<file path="src/rtl/core/ule_pkg.sv">
// Package for the upload limit estimator: transfer payload types, controller
// command and status structs, the state enum, constants and the step table.
// No dependencies.
package ule_pkg;

  typedef struct packed {
    logic [7:0]  busy_slots;
    logic [7:0]  ready_slots;
    logic [7:0]  slot_list_size;
    logic [31:0] now_ms;
    logic [31:0] allowed_rate;
    logic [31:0] measured_rate;
  } ule_in_t;

  typedef struct packed {
    logic [31:0] effective_rate;
    logic [31:0] estimated_rate;
    logic [1:0]  adjust_event;
    logic [12:0] applied_delta;
  } ule_out_t;

  typedef enum logic [1:0] {
    EV_NONE   = 2'd0,
    EV_SEED   = 2'd1,
    EV_REDUCE = 2'd2,
    EV_RAISE  = 2'd3
  } ule_event_t;

  typedef enum logic [2:0] {
    S_IDLE,
    S_LEVEL,
    S_CHECK,
    S_STEP,
    S_APPLY,
    S_FINISH
  } ule_state_t;

  typedef struct packed {
    logic capture;
    logic level;
    logic check;
    logic step;
    logic apply;
    logic finish;
  } ule_cmd_t;

  typedef struct packed {
    logic out_ready;
  } ule_sts_t;

  typedef logic signed [8:0] level_t;

  localparam logic [31:0] RATE_UNLIMITED = 32'hFFFF_FFFF;
  localparam logic [31:0] WARMUP_MS      = 32'd60000;
  localparam logic [31:0] SEED_FALLBACK  = 32'd10240;
  localparam logic [31:0] RATE_FLOOR     = 32'd1024;
  localparam logic [31:0] HUNT_CHG_HI    = 32'd500;
  localparam logic [31:0] HUNT_CHG_LO    = 32'd300;
  localparam logic [31:0] HUNT_LOOP_LO   = 32'd1000;
  localparam logic [31:0] HUNT_LOOP_HI   = 32'd2000;
  localparam int          LEVEL_MAX      = 255;
  localparam int          LEVEL_TRIP     = 250;
  localparam int          LEVEL_LIFT     = 125;
  localparam int          LEVEL_SEED     = -200;
  localparam int          FRAC_HIGH      = 24;
  localparam int          FRAC_LOW       = 8;
  localparam logic [7:0]  BUSY_MIN       = 8'd2;
  localparam logic [7:0]  LIST_ARM       = 8'd3;
  localparam logic [3:0]  STEP_LAST      = 4'd11;

  function automatic logic [12:0] step_for(input logic [31:0] cnt);
    logic [3:0] idx;
    idx = ((|cnt[31:4]) || (cnt[3:0] > STEP_LAST)) ? STEP_LAST : cnt[3:0];
    unique case (idx)
      4'd0:    step_for = 13'd50;
      4'd1:    step_for = 13'd50;
      4'd2:    step_for = 13'd128;
      4'd3:    step_for = 13'd256;
      4'd4:    step_for = 13'd512;
      4'd5:    step_for = 13'd768;
      4'd6:    step_for = 13'd1024;
      4'd7:    step_for = 13'd1280;
      4'd8:    step_for = 13'd1536;
      4'd9:    step_for = 13'd2048;
      4'd10:   step_for = 13'd3072;
      default: step_for = 13'd4096;
    endcase
  endfunction

endpackage

</file>
<file path="src/rtl/core/upload_limit_estimator_core.sv">
// Upload limit estimator top level: joins the controller and the datapath.
// Depends on ule_pkg, ule_ctrl and ule_datapath.
// An input transfer is captured in S_IDLE and then passes S_LEVEL, S_CHECK, S_STEP,
// S_APPLY and S_FINISH before its result is registered; no new item is taken until the
// controller is back in S_IDLE, and an untaken result holds the sequence in its last step.
// Reset (rst_n low, synchronous) clears all estimator state and disables estimation.
module upload_limit_estimator_core (
  input  logic              clk,
  input  logic              rst_n,
  input  logic              cfg_wr_en,
  input  logic              cfg_wr_data,
  input  logic              in_valid,
  output logic              in_stall,
  input  ule_pkg::ule_in_t  in_data,
  output logic              out_valid,
  input  logic              out_stall,
  output ule_pkg::ule_out_t out_data
);
  import ule_pkg::*;

  ule_cmd_t cmd;
  ule_sts_t sts;

  ule_ctrl u_ctrl (
    .clk      (clk),
    .rst_n    (rst_n),
    .in_valid (in_valid),
    .in_stall (in_stall),
    .sts      (sts),
    .cmd      (cmd)
  );

  ule_datapath u_datapath (
    .clk         (clk),
    .rst_n       (rst_n),
    .cfg_wr_en   (cfg_wr_en),
    .cfg_wr_data (cfg_wr_data),
    .in_data     (in_data),
    .out_valid   (out_valid),
    .out_stall   (out_stall),
    .out_data    (out_data),
    .cmd         (cmd),
    .sts         (sts)
  );

endmodule

</file>
<file path="src/rtl/core/ule_ctrl.sv">
// Sequencing controller for the upload limit estimator.
// Depends on ule_pkg; drives the datapath through ule_cmd_t commands.
module ule_ctrl (
  input  logic              clk,
  input  logic              rst_n,
  input  logic              in_valid,
  output logic              in_stall,
  input  ule_pkg::ule_sts_t sts,
  output ule_pkg::ule_cmd_t cmd
);
  import ule_pkg::*;

  ule_state_t state_r, state_nxt;

  always_ff @(posedge clk) begin
    if (!rst_n) begin
      state_r <= S_IDLE;
    end else begin
      state_r <= state_nxt;
    end
  end

  always_comb begin
    state_nxt = state_r;
    cmd       = '0;
    in_stall  = 1'b1;
    unique case (state_r)
      S_IDLE: begin
        in_stall = 1'b0;
        if (in_valid) begin
          cmd.capture = 1'b1;
          state_nxt   = S_LEVEL;
        end
      end
      S_LEVEL: begin
        cmd.level = 1'b1;
        state_nxt = S_CHECK;
      end
      S_CHECK: begin
        cmd.check = 1'b1;
        state_nxt = S_STEP;
      end
      S_STEP: begin
        cmd.step  = 1'b1;
        state_nxt = S_APPLY;
      end
      S_APPLY: begin
        cmd.apply = 1'b1;
        state_nxt = S_FINISH;
      end
      S_FINISH: begin
        if (sts.out_ready) begin
          cmd.finish = 1'b1;
          state_nxt  = S_IDLE;
        end
      end
      default: state_nxt = S_IDLE;
    endcase
  end

  a_capture_leads_level: assert property (@(posedge clk) disable iff (!rst_n)
    cmd.capture |=> state_r == S_LEVEL)
    else $error("capture not followed by level update");

  a_finish_waits: assert property (@(posedge clk) disable iff (!rst_n)
    state_r == S_FINISH && !sts.out_ready |=> state_r == S_FINISH)
    else $error("result dropped while output register busy");

  a_no_capture_busy: assert property (@(posedge clk) disable iff (!rst_n)
    state_r != S_IDLE |-> !cmd.capture)
    else $error("capture while an item is in progress");

endmodule

</file>
<file path="src/rtl/core/ule_datapath.sv">
// Datapath of the upload limit estimator: estimator state, busy level,
// warm-up timer, step counters, and the result register. Depends on ule_pkg.
module ule_datapath (
  input  logic              clk,
  input  logic              rst_n,
  input  logic              cfg_wr_en,
  input  logic              cfg_wr_data,
  input  ule_pkg::ule_in_t  in_data,
  output logic              out_valid,
  input  logic              out_stall,
  output ule_pkg::ule_out_t out_data,
  input  ule_pkg::ule_cmd_t cmd,
  output ule_pkg::ule_sts_t sts
);
  import ule_pkg::*;

  logic        en_r;
  level_t      lvl_r;
  logic [31:0] warm_r, est_r, ups_r, downs_r, chg_r, loops_r;
  ule_in_t     in_r;
  ule_out_t    out_r;
  logic        out_valid_r;
  logic [31:0] deadline_r;
  logic [12:0] step_r, delta_r;
  ule_event_t  event_r;
  logic        go_r, hunt_r;

  logic [12:0] busy_x32, rdy_hi, rdy_lo;
  logic        frac_hi, frac_lo, busy_few, hunt;
  logic [31:0] seed_val, downs_nxt, ups_nxt, est_min, red_amt, raise_sat, raise_cap;
  logic [32:0] raise_sum;
  logic [12:0] red_floor;
  logic [31:0] eff_rate;

  // Busy fraction tests are done by cross-multiplication instead of dividing.
  always_comb begin
    busy_x32  = {in_r.busy_slots, 5'b0};
    rdy_hi    = 13'(in_r.ready_slots) * 13'(FRAC_HIGH + 1);
    rdy_lo    = 13'(in_r.ready_slots) * 13'(FRAC_LOW);
    busy_few  = in_r.busy_slots <= BUSY_MIN;
    frac_hi   = !busy_few && (busy_x32 >= rdy_hi);
    frac_lo   = busy_x32 < rdy_lo;
    hunt      = (chg_r > HUNT_CHG_HI) || ((chg_r > HUNT_CHG_LO) && (loops_r > HUNT_LOOP_LO)) ||
                (loops_r > HUNT_LOOP_HI);
    if (in_r.measured_rate != '0) begin
      seed_val = in_r.measured_rate;
    end else if (in_r.allowed_rate != '0 && in_r.allowed_rate != RATE_UNLIMITED) begin
      seed_val = in_r.allowed_rate;
    end else begin
      seed_val = SEED_FALLBACK;
    end
    downs_nxt = hunt_r ? '0 : downs_r + 32'd1;
    ups_nxt   = hunt_r ? '0 : ups_r + 32'd1;
    est_min   = 32'(step_r) + RATE_FLOOR;
    red_floor = (est_r > RATE_FLOOR) ? 13'(est_r - RATE_FLOOR) : '0;
    red_amt   = (est_r < est_min) ? 32'(red_floor) : 32'(step_r);
    raise_sum = {1'b0, est_r} + 33'(step_r);
    raise_sat = raise_sum[32] ? RATE_UNLIMITED : raise_sum[31:0];
    raise_cap = (raise_sat > in_r.allowed_rate) ? in_r.allowed_rate : raise_sat;
    eff_rate  = (go_r && in_r.allowed_rate > est_r) ? est_r : in_r.allowed_rate;
  end

  always_ff @(posedge clk) begin
    if (!rst_n) begin
      en_r        <= 1'b0;
      lvl_r       <= '0;
      warm_r      <= '0;
      est_r       <= '0;
      ups_r       <= '0;
      downs_r     <= '0;
      chg_r       <= '0;
      loops_r     <= '0;
      out_valid_r <= 1'b0;
    end else begin
      if (cfg_wr_en) begin
        en_r <= cfg_wr_data;
      end
      if (cmd.level && en_r) begin
        loops_r <= loops_r + 32'd1;
        if (in_r.ready_slots != '0) begin
          if (frac_hi && lvl_r < LEVEL_MAX) begin
            lvl_r <= lvl_r + level_t'(1);
            chg_r <= chg_r + 32'd1;
          end else if ((busy_few || frac_lo) && lvl_r > -LEVEL_MAX) begin
            lvl_r <= lvl_r - level_t'(1);
            chg_r <= chg_r + 32'd1;
          end
        end
      end
      if (cmd.check && en_r && warm_r == '0 && in_r.slot_list_size >= LIST_ARM) begin
        warm_r <= in_r.now_ms;
      end
      if (cmd.step) begin
        unique case (event_r)
          EV_SEED: begin
            est_r   <= seed_val;
            lvl_r   <= level_t'(LEVEL_SEED);
            chg_r   <= '0;
            loops_r <= '0;
          end
          EV_REDUCE: begin
            downs_r <= downs_nxt;
            ups_r   <= '0;
            lvl_r   <= '0;
            chg_r   <= '0;
            loops_r <= '0;
          end
          EV_RAISE: begin
            ups_r   <= ups_nxt;
            downs_r <= '0;
            lvl_r   <= '0;
            chg_r   <= '0;
            loops_r <= '0;
          end
          default: ;
        endcase
      end
      if (cmd.apply) begin
        unique case (event_r)
          EV_REDUCE: est_r <= est_r - red_amt;
          EV_RAISE:  est_r <= raise_cap;
          default: ;
        endcase
      end
      if (cmd.finish) begin
        if (en_r && in_r.ready_slots == in_r.busy_slots && in_r.slot_list_size != '0 &&
            lvl_r < LEVEL_LIFT) begin
          lvl_r <= level_t'(LEVEL_LIFT);
        end
        out_valid_r <= 1'b1;
      end else if (!out_stall) begin
        out_valid_r <= 1'b0;
      end
    end
  end

  always_ff @(posedge clk) begin
    if (cmd.capture) begin
      in_r    <= in_data;
      go_r    <= 1'b0;
      event_r <= EV_NONE;
      delta_r <= '0;
    end
    if (cmd.level) begin
      deadline_r <= warm_r + WARMUP_MS;
    end
    if (cmd.check) begin
      hunt_r <= hunt;
      if (en_r && warm_r != '0 && in_r.now_ms >= deadline_r) begin
        go_r <= 1'b1;
        if (est_r == '0) begin
          if (lvl_r >= LEVEL_TRIP) begin
            event_r <= EV_SEED;
          end
        end else if (lvl_r > LEVEL_TRIP) begin
          event_r <= EV_REDUCE;
        end else if (lvl_r < -LEVEL_TRIP) begin
          event_r <= EV_RAISE;
        end
      end
    end
    if (cmd.step) begin
      if (event_r == EV_REDUCE) begin
        step_r <= step_for(downs_nxt);
      end else begin
        step_r <= step_for(ups_nxt);
      end
    end
    if (cmd.apply) begin
      unique case (event_r)
        EV_REDUCE: delta_r <= red_amt[12:0];
        EV_RAISE:  delta_r <= step_r;
        default: ;
      endcase
    end
    if (cmd.finish) begin
      out_r.effective_rate <= eff_rate;
      out_r.estimated_rate <= est_r;
      out_r.adjust_event   <= event_r;
      out_r.applied_delta  <= delta_r;
    end
  end

  assign out_valid     = out_valid_r;
  assign out_data      = out_r;
  assign sts.out_ready = !out_valid_r || !out_stall;

  a_level_range: assert property (@(posedge clk) disable iff (!rst_n)
    lvl_r >= -LEVEL_MAX)
    else $error("busy level below its range");

  a_quiet_delta: assert property (@(posedge clk) disable iff (!rst_n)
    out_valid_r && (out_r.adjust_event == EV_NONE || out_r.adjust_event == EV_SEED)
      |-> out_r.applied_delta == '0)
    else $error("nonzero delta without a rate change");

  a_counters_cleared: assert property (@(posedge clk) disable iff (!rst_n)
    $rose(out_valid_r) && out_r.adjust_event != EV_NONE |-> chg_r == '0 && loops_r == '0)
    else $error("change or loop counter not cleared after an adjustment");

endmodule
</file>
<file path="config.mk">
export PLATFORM = sky130hd
export DESIGN_NAME = upload_limit_estimator_core
export DESIGN_NICKNAME = d
export VERILOG_FILES = /design/src/rtl/core/ule_pkg.sv /design/src/rtl/core/upload_limit_estimator_core.sv /design/src/rtl/core/ule_ctrl.sv /design/src/rtl/core/ule_datapath.sv
export SDC_FILE = /design/constraint.sdc
export NUM_CORES = 1
export LEC_CHECK = 0
export ABC_AREA = 1
export BUFFER_PORTS_ARGS = -buffer_cell sky130_fd_sc_hd__buf_2
export CAP_MARGIN = 0
export CORE_MARGIN = 3
export CORE_UTILIZATION = 29
export CTS_CLUSTER_SIZE = 24
export DETAILED_ROUTE_END_ITERATION = 16
export PLACE_DENSITY_LB_ADDON = 0.08
export SETUP_SLACK_MARGIN = 0.05
export SLEW_MARGIN = 30
export SYNTH_ARGS = -nofsm -noshare
export SYNTH_HDL_FRONTEND = slang
export SYNTH_SLANG_ARGS = --single-unit
</file>
<file path="constraint.sdc">
create_clock -name clk -period 11.2 [get_ports clk]
set_clock_uncertainty 0.05 [all_clocks]
set_input_delay 1.12 -clock clk [delete_from_list [all_inputs] [get_ports clk]]
set_output_delay 1.12 -clock clk [all_outputs]
set_load 0.01 [all_outputs]
</file>
# Yosys cells after proc, flatten, opt, wreduce, memory -nomap -nowiden
# Memory sizes are Yosys's and may differ from the RTL's.
# Index checks and enable logic that the tools add are counted.
[classes]
n_mul = 1
muxes = 62
div = 0
shift = 0
reduce_logical = 39
addsub = 11
eq_ne = 13
n_bitwise = 0
order_cmp = 21
[ops]
columns = ["cell", "count"]
rows = [
  ["$mux W32", 19],
  ["$pmux W32 S2", 3],
  ["$add A32 B1 Y32 const B", 4],
  ["$reduce_bool A32 Y1", 3],
  ["$mux W13", 5],
  ["$gt A32 B11 Y1 const B", 2],
  ["$gt A32 B32 Y1", 2],
  ["$gt A32 B9 Y1 const B", 2],
  ["$logic_not A32 Y1", 2],
  ["$mux W9", 7],
  ["$reduce_or A28 Y1", 2],
  ["$add A32 B13 Y33", 1],
  ["$add A32 B16 Y32 const B", 1],
  ["$ge A32 B32 Y1", 1],
  ["$gt A32 B10 Y1 const B", 1],
  ["$lt A32 B14 Y1", 1],
  ["$ne A32 B32 Y1 const B", 1],
  ["$sub A32 B13 Y32", 1],
  ["$pmux W13 S2", 1],
  ["$gt A9 B9 Y1 const B", 2],
  ["$lt A9 B9 Y1 const B", 2],
  ["$pmux W3 S6", 1],
  ["$pmux W9 S2", 1],
  ["$reduce_bool A8 Y1", 2],
  ["other kinds (32)", 80],
]
[word_totals]
out_inout_bits = 81
word_cells = 175
inputBits = 126
memories = 2
ram_bits = 0
latch_bits = 0
regBits = 467
rom_bits = 288
[memory_table]
columns = ["memory", "words", "word_bits", "read_ports", "rd_clocked_by_memory_dff", "wr", "line_no", "source"]
rows = [
  ["(name not given)", 16, 9, 1, 0, 0, "ule_pkg.sv:74", "unique case (idx)"],
  ["(name not given)", 16, 9, 1, 0, 0, "ule_pkg.sv:74", ""],
]

# Longest topological paths before layout
# Gate-level depths: netlist (run 1).
[depth]
depth_word = 11
mapped_depth = 31
mapped_depth_nobuf = 29

# Cells and area by module
# A second synthesis (run 1) with hierarchy kept.
[hier_totals]
cells_unflattened = 3611
hier_area_um2 = 27871.7
[by_module_without_submodules]
columns = ["mod", "seq_area_each_um2", "area_each_um2", "instances", "cells_per_inst"]
rows = [
  ["ule_datapath", 11561.1, 27679.0, 1, 3580],
  ["ule_ctrl", 60.1, 192.7, 1, 31],
]

# Worst setup path after synthesis (run 1)
# Ideal clock, no wire load.
[synth_path]
path_type = "input-to-reg"
startpoint = "in in_valid"
endpoint = "reg u_datapath.event_r[1]"
required_time_ns = 11.035
path_buffers = 0
setup_ns = 0.115
arrival_time_ns = 7.675
slack_ns = 3.360
path_stages = 8
cell_sequence = "inv_1 > nor2_1 > inv_1 > nand2_1 > nand3b_1 > o2bb2ai_1 > o21ai_0 > inv_1"
[synth_lines]
columns = ["item", "line_no", "source"]
rows = [
  ["start: declaration", "upload_limit_estimator_core.sv:12", "input logic in_valid,"],
  ["end signal: assignment", "ule_datapath.sv:141", "event_r <= EV_NONE;"],
  ["end signal: assignment", "ule_datapath.sv:153", "event_r <= EV_SEED;"],
  ["end signal: assignment", "ule_datapath.sv:156", "event_r <= EV_REDUCE;"],
  ["end: declaration", "ule_datapath.sv:25", "ule_event_t event_r;"],
]

# Worst setup path after layout (run 1)
[layout_path]
startpoint = "reg u_datapath.in_r[106] (netlist name)"
endpoint = "reg u_datapath.chg_r[30]"
[layout_via]
elab_chain_cells = 9
word_cells_on_any_way = 14
cone_classes = "1 x mul; 2 x order compare; 6 x mux; 5 x reduce/logical"
[layout_lines]
columns = ["item", "line_no", "source"]
rows = [
  ["start: declaration", "ule_datapath.sv:20", "ule_in_t in_r;"],
  ["start signal: assignment", "ule_datapath.sv:139", "in_r <= in_data;"],
  ["$mul A8 B5 Y13 / $lt A13 B11 Y1 (equally long branches)", "ule_datapath.sv:38, ule_datapath.sv:42", ""],
  ["$ge A13 B13 Y1 / $logic_or A1 B1 Y1 (equally long branches)", "ule_datapath.sv:41, ule_datapath.sv:84", ""],
  ["$logic_and A1 B1 Y1, on equally long branches", "ule_datapath.sv:41, ule_datapath.sv:84", ""],
  ["$logic_and A1 B1 Y1 / $mux W32 (equally long branches)", "ule_datapath.sv:81, ule_datapath.sv:84", ""],
  ["$mux W32", "ule_datapath.sv:81", "if (frac_hi && lvl_r < LEVEL_MAX) begin"],
  ["$mux W32 *", "ule_datapath.sv:80", "if (in_r.ready_slots != '0) begin"],
  ["$mux W32 *", "ule_datapath.sv:78", "if (cmd.level && en_r) begin"],
  ["$mux W32", "ule_datapath.sv:94", "unique case (event_r)"],
  ["$mux W32 *", "ule_datapath.sv:93", "if (cmd.step) begin"],
  ["end signal: assignment", "ule_datapath.sv:83", "chg_r <= chg_r + 32'd1;"],
  ["end signal: assignment", "ule_datapath.sv:86", "chg_r <= chg_r + 32'd1;"],
  ["end: declaration", "ule_datapath.sv:19", "logic [31:0] warm_r, est_r, ups_r, downs_r, chg_r, loops_r;"],
]
# Every way passes the cells marked *; elsewhere a longest branch is shown, timed or not.
# A chain may end at the register's enable or synchronous reset.

==> reports/summary.log, run 1 <==
INFO  route          detail_route.drc_violations=0
INFO  clocking       cts_tree=built
INFO  route          drt-pass1-iter-count=6
INFO  route          route.layer.met1.wl=46600microns
INFO  timing         timing.final.max_slew_violations=0
INFO  setup_path     cp.required=11.66ns
INFO  setup_path     timing.setup.critical_path_class=reg2reg
INFO  global_routing grt_use_total=19.2%
INFO  placed_design  place_worst_setup_slack=5.69ns
INFO  clocking       clk_latency=0.66ns
INFO  die            fp.dieW=316microns
INFO  worst_hold_path min_from=u_datapath.delta_r[1]
INFO  global_routing globalRouteOverflowTotal=0
INFO  logic_synthesis synth_top_flop_cell=edfxtp_1
INFO  setup_path     critPathMaxFanout=14
INFO  logic_synthesis post_synth_num_cell_types=58
INFO  logic_synthesis synth_seq_cells=461
INFO  timing         grt_setup_unrepaired=false
INFO  timing         final_critical_path_required_period=5.45ns
INFO  timing         setup_total_negative_slack=0ns
INFO  global_routing grt_max_degree=121
INFO  logic_synthesis cell_type_with_the_largest_total_area_after_synthesis=edfxtp_1
INFO  clocking       postCtsSetupBuffers=0
INFO  setup_path     arrival=5.91ns
INFO  logic_synthesis synth_edf_count=239
INFO  timing         timing.final.ws_setup=5.75ns
INFO  clocking       ctsLongestPathBuffers=3
INFO  clocking       htree_levels=2
INFO  logic_synthesis synth_async_sr_flop_share=0%
INFO  die            rows=113
INFO  clocking       cts.clk_slew.worst_paths=0.06ns
INFO  global_routing wire_length_of_the_first_global_routing_pass=147000microns
INFO  run            cap_viol_max_count=0
INFO  setup_path     cp-start-kind=register
INFO  setup_path     start_point_of_the_critical_path=u_datapath.in_r[106]
INFO  worst_hold_path hold_wc_path_type=reg2reg
INFO  logic_synthesis average_cell_area_after_synthesis=7.76squm
INFO  die            die_h=316microns
INFO  route          first_iter_violations=1882
INFO  clocking       cts_made_buffers=58
INFO  cells_and_area n_fill_cell=10200
INFO  global_routing number_of_antenna_violations_at_the_first_check_in_global_routing=10
INFO  placed_design  post-dp-hpwl=73900microns
INFO  timing         timing.max_slew.rel_slack=37.4%
INFO  route          num_vias=25000
INFO  setup_path     worstSetupEndpointType=register
INFO  die            design.die.area=0.0997sqmm
INFO  logic_synthesis synth_area=0.0278sqmm
INFO  logic_synthesis post_synth_main_area_contributors=edfxtp_1 26%, dfxtp_1 16%, nand2_1 10%
INFO  pwr            p_leak=13.4nW
INFO  timing         worstMarginPinSlew=0.929ns
INFO  setup_path     worstReg2RegStart=u_datapath.in_r[106]
INFO  global_routing first_global_vias=24300
INFO  clocking       cts_num_sinks=461
INFO  route          met3_length=5690microns
INFO  clocking       postCtsHoldBufs=0
INFO  run_status     outcome=completed
INFO  timing         fmax=184MHz
INFO  clocking       post_cts_gate_resize_count=0
INFO  logic_synthesis synth-seq-area-share=41.8%
INFO  route          wire_per_inst=19.0microns
INFO  die            core=0.0952sqmm
INFO  cells_and_area fin_cells=5107
INFO  placed_design  placed_cells=4992
INFO  cells_and_area drive_above_1_share=11.2%
INFO  placed_design  finalWeightedCongestion=0.902
INFO  cells_and_area nets=4111
INFO  timing         final_hold_violation_count=0
INFO  route          route.top_layer_used=met5
INFO  route          met2RoutedLength=42500microns
INFO  route          ant_nets=0
INFO  logic_synthesis synth_cells=3585
INFO  timing         timing.final.setup_violations=0
INFO  cells_and_area post-route-cell-area=0.0323sqmm
INFO  die            design.portCount=207
INFO  logic_synthesis ys_warn_count=0
INFO  timing         finalCritPeriodShare=48.6%
INFO  cells_and_area fin_util=34.0%
INFO  pwr            power.ir.vdd_worst=0.0954mV
INFO  placed_design  port-buffer-count=206
INFO  logic_synthesis post-synth-top-area-fraction=25.8%
INFO  die            initial_core_util=29.3%
INFO  placed_design  detailed_place.area=0.0303sqmm
INFO  clocking       clockRootBuffer=clkbuf_16
INFO  route          drt-total-wl=97100microns
INFO  pwr            power-per-cell-area=138mW/mm^2
INFO  cells_and_area syn2layout_area_growth=16.2%
INFO  route          avgViaCountPerCell=4.89
INFO  logic_synthesis post_synthesis_net_count=3909
per-stage QoR:
step	hold WS (ns)	power (W)
after CTS	0.388	0.00455
after global placement	0.367	0.00248
final	0.395	0.00447
after detailed placement	0.370	0.00248
after global routing	0.397	0.00469
after floorplan	0.356	0.00228
registers in the layout, indices dropped and copies added (netlist names), 13 cells and up:
name,count
u_datapath.chg_r,32
u_datapath.loops_r,32
u_datapath.est_r,32
u_datapath.in_r,112
u_datapath.deadline_r,32
u_datapath.out_data,79
u_datapath.delta_r,13
u_datapath.ups_r,32
u_datapath.downs_r,32
u_datapath.warm_r,32
cells in the mapped netlist, drive strengths merged (2+ instances only):
master / number
inv: 417
a31oi: 8
xor2: 73
and3: 3
nand3b: 10
o311ai: 2
clkbuf: 63
or2: 12
o21ai: 241
nor3b: 2
a21boi: 2
o211ai: 25
o21bai: 11
nor2: 436
xnor2: 22
dfxtp: 222
a2111oi: 2
a21o: 3
nand3: 284
nor4b: 2
clkinv: 8
nand4: 76
a211oi: 6
nand2: 780
o21a: 3
nor3: 69
nor4: 53
o22ai: 58
fa: 4
edfxtp: 239
o31ai: 17
ha: 194
a21oi: 205
o2111ai: 2
buf: 26
layout by cell type, fill, tap and decap left out, types with 25 or more instances in the layout:
| master | n |
|---|---|
| a21oi_1 | 204 |
| buf_2 | 206 |
| clkbuf_16 | 58 |
| dfxtp_1 | 222 |
| edfxtp_1 | 239 |
| ha_1 | 194 |
| inv_1 | 402 |
| nand2_1 | 761 |
| nand3_1 | 277 |
| nand4_1 | 76 |
| nor2_1 | 397 |
| nor2_2 | 25 |
| nor3_1 | 65 |
| nor4_1 | 52 |
| o211ai_1 | 25 |
| o21ai_0 | 232 |
| o22ai_1 | 58 |
| xor2_1 | 73 |
cells by family (layout without fill, tap and decap cells):
kind of cell | after synthesis | count (layout) | share of synthesized area [%]
flops | 461 | 461 | 41.8
simple gates | 1727 | 1727 | 27.4
compound gates | 590 | 590 | 11.7
buf+inv | 514 | 766 | 7.13
other cells | 0 | 5 | 0
xor+xnor | 95 | 95 | 2.99
fa+ha+maj | 198 | 198 | 9.01
worst max-delay path, stage by stage, from the launching register on:
cell	delay, ns
edfxtp_1	0.47
inv_1	0.16
ha_1	0.25
ha_1	0.31
fa_1	0.47
ha_1	0.36
nand2_1	0.06
o21ai_0	0.27
a21oi_1	0.12
o21bai_1	0.21
nand2_1	0.07
nand2_1	0.06
a21oi_1	0.07
xor2_1	0.14
ha_1	0.32
nand2_1	0.06
nor2_1	0.10
a211oi_1	0.05
o21ai_0	0.08
nand2_1	0.28
nand2_2	0.27
nand2_1	0.32
nor2_1	0.30
nand3_1	0.18
o21ai_0	0.19
a21oi_1	0.08
path summary, 6_finish.rpt:
path	end	slack, ns	cells past startpoint
worst min-delay path	u_datapath.out_data[1]	0.39	0
worst max-delay path	u_datapath.chg_r[30]	5.75	25
worst max register to register	u_datapath.chg_r[30]	5.75	25
worst min register to register	u_datapath.out_data[1]	0.39	0
final cells by class:
type	instances	area [sq um]	share of cell area [%]
Clock buffer	63	1480	4.58
Tap cell	1265	1580	4.89
Timing Repair Buffer	231	1230	3.81
Antenna cell	5	12.5	0.0387
Clock inverter	47	573	1.77
Sequential cell	461	11600	35.9
Multi-Input combinational cell	2610	14300	44.1
Inverter	425	1600	4.94
report_power, final:
group | internal [W] | switching (W) | total, W | leakage, nW
clock network | 0.00121 | 0.000814 | 0.00203 | 0.978
registers | 0.00185 | 0.0000579 | 0.00191 | 3.99
logic | 0.000174 | 0.000360 | 0.000534 | 8.46
total | 0.00324 | 0.00123 | 0.00447 | 13.4
per-layer routing:
layer / track usage [%] / up-vias
li1: - / 12600
met3: 3.03 / 122
met4: 5.38 / 6
met5: 0 / -
met1: 27.3 / 11600
met2: 30.2 / 645
Note: power is estimated with default switching activity, not from simulation.
==> run 2: changes to the inputs <==
clock period = 5.02 ns   (was 11.2 ns; I/O delays follow)
==> run 2 against run 1 <==
Combinational power rose to 2.6 times the previous value. Final cell count rose by 3.5%. Worst hold slack worse by 0.36 ns. Critical path depth increased by 1. Non-clock buffer count grew 183. Power increased by 120%. Fmax rose by 17%. Count of clock-buffer cells in the layout is 20 higher. Critical path type unchanged. Largest power group unchanged.
==> reports/summary.log, run 2 (synthesized netlist as in run 1, its figures left out) <==
INFO  timing         fmax=216MHz [was 184 MHz]
INFO  route          avgViaCountPerCell=4.83 [was 4.89]
INFO  pwr            power-per-cell-area=291mW/mm^2 [was 138 mW/mm^2]
INFO  clocking       htree_levels=2 [unchanged]
INFO  route          met2RoutedLength=43600microns [was 42500 microns]
INFO  global_routing wire_length_of_the_first_global_routing_pass=150000microns [was 147000 microns]
INFO  clocking       clk_latency=0.66ns [about the same]
INFO  cells_and_area drive_above_1_share=12.7% [was 11.2%]
INFO  die            rows=113 [unchanged]
INFO  cells_and_area regMostFlops=u_datapath.in_r [unchanged]
INFO  route          drt-pass1-iter-count=6 [unchanged]
INFO  clocking       cts.clk_slew.worst_paths=0.07ns [was 0.06 ns]
INFO  route          ant_nets=0 [unchanged]
INFO  clocking       cts_num_sinks=461 [unchanged]
INFO  die            design.die.area=0.0997sqmm [unchanged]
INFO  pwr            fin_total_pwr=0.00990W [was 0.00447 W]
INFO  timing         timing.final.setup_violations=0 [unchanged]
INFO  clocking       ctsLongestPathBuffers=3 [unchanged]
INFO  placed_design  post-dp-hpwl=75600microns [was 73900 microns]
INFO  cells_and_area flip_flop_count_of_the_largest_register_after_layout=112 [unchanged]
INFO  timing         final_critical_path_required_period=4.64ns [was 5.45 ns]
INFO  cells_and_area multiInputGateArea=0.0143sqmm [about the same]
INFO  timing         timing.final.ws_setup=0.383ns [was 5.75 ns]
INFO  die            design.portCount=207 [unchanged]
INFO  setup_path     critPathMaxFanout=26 [was 14]
INFO  die            die_h=316microns [unchanged]
INFO  pwr            p_leak=14.2nW [was 13.4 nW]
INFO  cells_and_area ff_latch_area=0.0116sqmm [unchanged]
INFO  setup_path     path_common_cell=nand2_1 [unchanged]
INFO  timing         final_hold_violation_count=0 [unchanged]
INFO  placed_design  place_worst_setup_slack=0.0488ns [was 5.69 ns]
INFO  global_routing globalRouteOverflowTotal=0 [unchanged]
INFO  cells_and_area syn2layout_area_growth=22.2% [was 16.2%]
INFO  timing         worstMarginPinSlew=0.986ns [was 0.929 ns]
INFO  die            fp.dieW=316microns [unchanged]
INFO  route          detail_route.drc_violations=0 [unchanged]
INFO  die            core=0.0952sqmm [unchanged]
INFO  setup_path     timing.setup.critical_path_class=reg2reg [unchanged]
INFO  setup_path     crit_slowest_cell=dfxtp_1 [was edfxtp_1]
INFO  cells_and_area fin_util=35.7% [was 34.0%]
INFO  timing         setup_total_negative_slack=0ns [unchanged]
INFO  setup_path     worstSetupEndpointType=register [unchanged]
INFO  setup_path     cp-start-kind=register [unchanged]
INFO  route          met3_length=5430microns [was 5690 microns]
INFO  timing         fin_hold_ws=0.0359ns [was 0.395 ns]
INFO  route          route.top_layer_used=met5 [unchanged]
INFO  route          wire_per_inst=18.7microns [was 19.0 microns]
INFO  clocking       clockRootBuffer=clkbuf_16 [unchanged]
INFO  clocking       cts_made_buffers=58 [unchanged]
INFO  cells_and_area nets=4294 [was 4111]
INFO  timing         timing.max_slew.rel_slack=34.2% [was 37.4%]
INFO  timing         finalCritPeriodShare=92.4% [was 48.6%]
INFO  route          route.layer.met1.wl=47300microns [was 46600 microns]
INFO  placed_design  finalWeightedCongestion=0.877 [was 0.902]
INFO  setup_path     critPathMaxStageDelay=0.51ns [was 0.47 ns]
INFO  cells_and_area n_fill_cell=10100 [was 10200]
INFO  placed_design  port-buffer-count=206 [unchanged]
INFO  route          first_iter_violations=1779 [was 1882]
INFO  run_status     outcome=completed [unchanged]
INFO  clocking       cts_tree=built [unchanged]
INFO  timing         timing.final.max_slew_violations=0 [unchanged]
INFO  setup_path     cp.required=5.47ns [was 11.66 ns]
INFO  global_routing grt_max_degree=65 [was 121]
INFO  cells_and_area most-common-layout-cells=757 x nand2_1, 399 x inv_1, 394 x nor2_1 [was 761 x nand2_1, 402 x inv_1, 397 x nor2_1]
INFO  global_routing first_global_vias=24900 [was 24300]
INFO  pwr            power.ir.vdd_worst=0.261mV [was 0.0954 mV]
INFO  worst_hold_path hold_wc_path_type=in2reg [was reg2reg]
INFO  die            initial_core_util=29.3% [unchanged]
INFO  setup_path     arrival=5.08ns [was 5.91 ns]
INFO  timing         grt_setup_unrepaired=false [unchanged]
INFO  global_routing number_of_antenna_violations_at_the_first_check_in_global_routing=6 [was 10]
INFO  global_routing grt_use_total=19.5% [was 19.2%]
INFO  run            cap_viol_max_count=0 [unchanged]
INFO  route          num_vias=25600 [was 25000]
INFO  cells_and_area final_common_cell=nand2_1 [unchanged]
INFO  route          drt-total-wl=98900microns [was 97100 microns]
[run 2: per-stage QoR]
| step | std cells | instance area (sq um) |
|---|---|---|
| 2_1_floorplan | 3585 | 27800 |
| 4_1_cts | 5279 | 33900 |
| 6_report | 5287 | 34000 |
| 3_3_place_gp | 5057 | 30800 |
| 3_5_place_dp | 5057 | 30800 |
| 5_1_grt | 5285 | 34000 |
[run 2: layout make-up]
type / count / share of cell area [%]
diodes: 2 / 0.0147
clock buffers: 83 / 4.78
clock inverters: 27 / 0.956
inverters: 425 / 4.73
multi-input cells: 2610 / 42.1
flip-flops and latches: 461 / 34.2
well taps: 1265 / 4.65
repair buffers: 414 / 8.57
[run 2: metal layers]
layer | GRT usage, % | vias up
met3 | 3.30 | 135
met4 | 5.25 | 8
met1 | 27.3 | 11900
met5 | 0 | -
li1 | - | 13000
met2 | 31.1 | 591
[run 2: worst paths after layout]
| kind | slack [ns] | endpoint | from | cells after the start |
|---|---|---|---|---|
| setup / recovery | 0.38 | u_datapath.est_r[10] | u_datapath.est_r[5] | 26 |
| hold / removal | 0.04 | u_datapath.in_r[97] | in_data[97] | 1 |
| setup reg to reg | 0.38 | u_datapath.est_r[10] | u_datapath.est_r[5] | 26 |
| hold reg to reg | 0.39 | u_datapath.out_data[7] | u_datapath.delta_r[7] | 0 |
[run 2: critical path, delay by kind of cell (launching register included)]
| family | cells | cell delay [ns] |
|---|---|---|
| compound gates | 2 | 0.42 |
| flops | 1 | 0.51 |
| buf+inv | 4 | 0.68 |
| simple gates | 18 | 2.28 |
| fa+ha+maj | 2 | 0.50 |
[run 2: timing repair]
action,in CTS,in global routing
pin swaps,0,5
resized for setup,1,23
hold buffers,112,0
setup endpoints to repair,1,45
gates cloned,0,0
buffers inserted,0,6
hold endpoints to repair,112,0
[run 2: power by group]
part,internal [W],switching [W],leakage [nW]
clock network,0.00248,0.00180,0.936
logic,0.000520,0.000846,9.29
registers,0.00413,0.000121,3.99
